<file path="src/rtl/core/m3inv_pkg.sv">
// m3inv_pkg: widths, queue and divider stage types, cofactor operand table
// for the 3x3 matrix inverse core. No dependencies.

package m3inv_pkg;

  localparam int unsigned EW       = 16;            // entry width, signed
  localparam int unsigned EF       = 14;            // entry fraction bits
  localparam int unsigned RW       = 32;            // result width, signed
  localparam int unsigned RF       = 16;            // result fraction bits
  localparam int unsigned NE       = 9;             // entries per matrix
  localparam int unsigned PW       = 2 * EW;        // entry product
  localparam int unsigned CW       = PW + 1;        // signed cofactor
  localparam int unsigned MW       = PW;            // cofactor magnitude
  localparam int unsigned TW       = EW + CW;       // entry times cofactor
  localparam int unsigned DETW     = TW + 2;        // sum of three terms
  localparam int unsigned DW       = TW - 1;        // determinant magnitude
  localparam int unsigned STEPS    = RW;            // quotient bits per entry
  localparam int unsigned PRE_SHIFT = RW - EF - RF; // numerator bits below the start

  // operand indices a*b - c*d per adjugate entry, row-major
  localparam int unsigned COF_IDX [NE][4] = '{
    '{4, 8, 5, 7}, '{2, 7, 1, 8}, '{1, 5, 2, 4},
    '{5, 6, 3, 8}, '{0, 8, 2, 6}, '{2, 3, 0, 5},
    '{3, 7, 4, 6}, '{1, 6, 0, 7}, '{0, 4, 1, 3}
  };

  typedef struct packed {
    logic [NE-1:0][MW-1:0] mag;
    logic [NE-1:0]         neg;
    logic [DW-1:0]         dmag;
    logic                  sing;
  } q_entry_t;

  typedef struct packed {
    logic     valid;
    q_entry_t entry;
  } push_t;

  typedef struct packed {
    logic full;
    logic empty;
  } q_stat_t;

  typedef struct packed {
    logic [NE-1:0][DW-1:0]        rem;
    logic [NE-1:0][RW-1:0]        quo;
    logic [NE-1:0][PRE_SHIFT-1:0] low;
    logic [NE-1:0]                neg;
    logic [NE-1:0]                ovf;
    logic [DW-1:0]                dmag;
    logic                         sing;
  } div_t;

endpackage

</file>
<file path="src/rtl/core/m3inv_queue.sv">
// m3inv_queue: two-entry queue between the classifying front and the divider
// back end. depends on m3inv_pkg

module m3inv_queue (
  input  logic                 clk_i,
  input  logic                 rst_ni,
  input  m3inv_pkg::push_t     push_i,
  input  logic                 pop_i,
  output m3inv_pkg::q_stat_t   stat_o,
  output m3inv_pkg::q_entry_t  head_o
);

  m3inv_pkg::q_entry_t mem_q [2];
  logic       wr_ptr_q, rd_ptr_q;
  logic [1:0] cnt_q;
  logic       push, pop;

  assign stat_o.full  = (cnt_q == 2'd2);
  assign stat_o.empty = (cnt_q == 2'd0);
  assign push   = push_i.valid && !stat_o.full;
  assign pop    = pop_i && !stat_o.empty;
  assign head_o = mem_q[rd_ptr_q];

  always_ff @(posedge clk_i or negedge rst_ni) begin
    if (!rst_ni) begin
      wr_ptr_q <= 1'b0;
      rd_ptr_q <= 1'b0;
      cnt_q    <= 2'd0;
    end else begin
      if (push) wr_ptr_q <= !wr_ptr_q;
      if (pop)  rd_ptr_q <= !rd_ptr_q;
      cnt_q <= cnt_q + {1'b0, push} - {1'b0, pop};
    end
  end

  always_ff @(posedge clk_i) begin
    if (push) begin
      mem_q[wr_ptr_q] <= push_i.entry;
    end
  end

endmodule

</file>
<file path="config.mk">
export PLATFORM = sky130hd
export DESIGN_NAME = m3inv_queue
export DESIGN_NICKNAME = d
export VERILOG_FILES = /design/src/rtl/core/m3inv_pkg.sv /design/src/rtl/core/m3inv_queue.sv
export SDC_FILE = /design/constraint.sdc
export NUM_CORES = 1
export LEC_CHECK = 0
export BUFFER_PORTS_ARGS = -buffer_cell sky130_fd_sc_hd__clkbuf_2
export CAP_MARGIN = 0
export CORE_AREA = 2 2 270 272
export DETAILED_ROUTE_END_ITERATION = 8
export DIE_AREA = 0 0 272 274
export HOLD_SLACK_MARGIN = 0.1
export PLACE_DENSITY = 0.59
export SLEW_MARGIN = 20
export SYNTH_ARGS = -nofsm -noshare
export SYNTH_HDL_FRONTEND = slang
export SYNTH_SLANG_ARGS = --single-unit
</file>
<file path="constraint.sdc">
create_clock -name clk_i -period 27.5 [get_ports clk_i]
set_input_delay 1.375 -clock clk_i [delete_from_list [all_inputs] [get_ports clk_i]]
set_output_delay 1.375 -clock clk_i [all_outputs]
set_load 0.02 [all_outputs]
</file>
### After elaboration in Yosys (flattened, before gate mapping)

Memories as Yosys holds them, arrays and structs flattened.
Index checks and enable logic that the tools add are counted.

* memories: 1
* memory bits (read-only): 0
* bits in latches: 0
* output and inout port bits: 348
* register bits: 4
* memory bits (writable): 692
* logic and storage cells: 16

* divide/modulo/power cells: 0
* reductions and logical operators: 7
* $mul: 0
* eq/ne operators: 1
* bitwise operators: 0
* shift operators: 0
* muxes and demuxes: 2
* order comparisons: 0
* add/sub/neg operators: 2

Memory list
* mem_q: words 2, bits a word 346, rd ports 1, clocked after memory_dff 0, wr ports 1, line m3inv_queue.sv:13 `m3inv_pkg::q_entry_t mem_q [2];`

Operators with widths (number)
* $logic_not 1->1: 4
* $add 2x1->2: 1
* $eq 2x2->1 const B: 1
* $logic_and 1x1->1: 2
* $logic_not 2->1: 1
* $mux 1: 2
* $sub 2x1->2: 1

### Longest topological paths before layout

* word-level depth: 5
* gate-level depth with buffers: 7
* gate-level depth less buffers: 7

### Least setup slack after synthesis

Ideal clock, no wire load.

* kind: input -> register
* from: input port push_i[346] (netlist bit)
* to: memory mem_q[0][0] (netlist bit) (enable)
* library setup time: 1.061 ns
* data required time: 26.439 ns
* arrival time: 15.789 ns
* slack: 10.650 ns
* stages: 2
* cell sequence: nand2_1 nor2_1

* cells in the longest elaborated chain, start to end: 3

RTL lines
* from (decl): line m3inv_queue.sv:7 `input m3inv_pkg::push_t push_i,`
* $logic_and 1x1->1: line m3inv_queue.sv:20 `assign push = push_i.valid && !stat_o.full;`
* $mux 1: line m3inv_queue.sv:37 `if (push) begin`
* $mux 1 (not written as such): line m3inv_queue.sv:38 `mem_q[wr_ptr_q] <= push_i.entry;`
* to (decl): line m3inv_queue.sv:13

Every way passes these cells.

==> metrics <==
Fin Setup TNS 0 ns; Worst Max-Slew Pin Slew 1.30 ns; most frequent cells in the layout clkbuf_2 (697), edfxtp_1 (692), mux2_4 (330); Yosys reg bits 696; crit end category primary output; Detailed Route Iter0 Violations 586; TritonCTS clock tree yes; Die Wd 272 µm; Die H 274 µm; Overflow after GRT 0; r2r worst-path depth 6; power share of the clock group 0.251; crit path max-delay cell type dfrtp_4; share of power burned in registers 0.398; Setup Skew 0.0223 ns; Initial Util 0.373; Core Box Area 72000 µm²; Power Dens Cells 115 nW/µm²; DR vias 13000; hold crit path type reg -> reg; Critical Path AT 4.86 ns; Setup CP Type reg -> out; Max Freq 160 MHz; initial antenna violation count 10; maximum vdd drop 0.0797 mV; first-pass GRT wire length 84400 µm; Synth area leader edfxtp_1; switching pwr 1.25 mW; synth top area cells edfxtp_1 (77%), mux2_4 (18%), buf_12 (2.5%), mux2_2 (0.67%), dfrtp_1 (0.37%); YS warnings 0; placed cell areas 30900 µm²; clock-pin slew on the worst setup and hold paths 0.06 ns; worst r2r src cnt_q[0]; status finished clean; final hold violations 0; worst path cell trace buf_4 > buf_6 > buf_4 > mux2_4 > clkbuf_2; Routability Congestion 0.797; Area growth syn-to-layout 24.3%; drt drc 0; share of the synthesized area in the top cell type 0.774; CTS root buf clkbuf_16; max_slew headroom 0.135; Mapped Area 26800 µm²; Mapped Cells 1095; switching share of power 0.326; number of global-route vias before repair 13600; max-cap violations 0; post-synth cell types 16; setup bufs post-CTS 0; post-cts gate resize count 0; post-synthesis net count 1447; WP data required 26.12 ns; Hold EP cnt_q[1]; hold path start cnt_q[1]; Final period util 0.227; reg2reg end mem_q[0][268]; crit path launch rd_ptr_q; register area share after synthesis 0.778; Final Cell Area 33300 µm²; H-Tree Level Count 3; commonest non-fill, non-tap cell in the layout clkbuf_2; CP bufs+invs 4; drt first pass iters 4; Ports 698; DRT antenna net count 0; GR Util All Layers 0.152; largest net degree at the start of global routing 155; Comb pwr share 0.351; Nets 2195; Min Clock Period, post-route 6.23 ns; HPWL after DPL 41100 µm; row count 99; RSZ-0062 raised after global routing false; CTS max path bufs 3; CTS Buf Count 76; CP max stage delay 1.03 ns; max-slew violation count 0; share of cells above drive strength 1 0.614; # clock sinks 696; Port Buffers 697; routed len/inst 20.7 µm; CP Launch Type flip-flop; Hold Buf Count CTS 0; FF-to-FF setup slack 23.17 ns; die area 74500 µm²; most used cell, CP buf_4; worst skew pair latency 0.60 ns; top cell family by delay on the critical path buffers and inverters; # setup viols final 0; P_int 2.59 mW; Total Routed Length 59300 µm; Avg Inst Size Synth 24.5 µm²; Leak 13.4 nW; CP max FO 60; hold path cells 1; via/cell ratio 4.54; Min Hold Slack 0.510 ns
[per-layer routing]
layer,routed length (µm),part of all wire,up-vias,track usage
met2,31000,0.52,483,0.264
met5,13,0.00022,-,0
met4,2270,0.038,2,0.0792
li1,-,-,5914,-
met3,4570,0.077,117,0.0495
met1,21400,0.36,6500,0.167
[area by class of cell]
class                           count  area [µm²]
Antenna cell                       10        25.0
Clock inverter                     42         347
Multi-Input combinational cell    358        5240
Tap cell                          959        1200
Fill cell                        6154       38600
Inverter                            2        7.51
Timing Repair Buffer              709        3610
Clock buffer                       92        2030
Sequential cell                   696       20900
[power by group through the flow]
| stage | Clock (mW) | Sequential (mW) | Combinational [mW] |
|---|---|---|---|
| final | 0.965 | 1.53 | 1.35 |
| after CTS | 0.996 | 1.53 | 1.37 |
| after floorplan | 0 | 1.64 | 1.07 |
| after global placement | 0 | 1.54 | 1.36 |
| after global routing | 1.03 | 1.55 | 1.42 |
| after detailed placement | 0 | 1.55 | 1.37 |
[state kept, by name (all words and copies together) (netlist names)]
signal,cells
mem_q,692
cnt_q,2
rd_ptr_q,1
wr_ptr_q,1
[worst max path at each step]
stage | end | slack [ns] | depth (start not counted)
finish | head_o[277] | 21.27 | 5
global route | head_o[277] | 20.99 | 5
CTS | head_o[269] | 20.87 | 5
detailed placement | head_o[269] | 21.56 | 5
global placement | head_o[225] | 21.64 | 5
floorplan | mem_q[0][0] | 10.65 | 2
[metrics by stage]
step,instances,utilization,worst slack (ns),power [mW]
floorplan,1095,-,10.65,2.71
global placement,2724,0.430,21.64,2.90
detailed placement,2724,0.430,21.56,2.92
CTS,2858,0.463,20.87,3.90
global route,2867,0.463,20.99,4.00
finish,2868,0.463,21.27,3.84
[cells by family (layout without fill, tap and decap cells)]
kind of cell,after synthesis,in the layout,share of synthesized area
XOR/XNOR,4,4,0.00131
adder cells (fa/ha/maj),2,2,0.000932
buffers and inverters,41,845,0.0272
flip-flops,696,696,0.778
multiplexers,346,346,0.191
other,0,10,0
AND/OR/NAND/NOR,6,6,0.00112
[synth_stat cells (all sizes together)]
master and number:
and3 1, nand2 1, xnor2 3, nand2b 1
buf 39, ha 2, edfxtp 692, nor2b 1
xor2 1, mux2 346, dfrtp 4, nor2 2
inv 2
No activity file was read; power rests on OpenSTA's default activity.
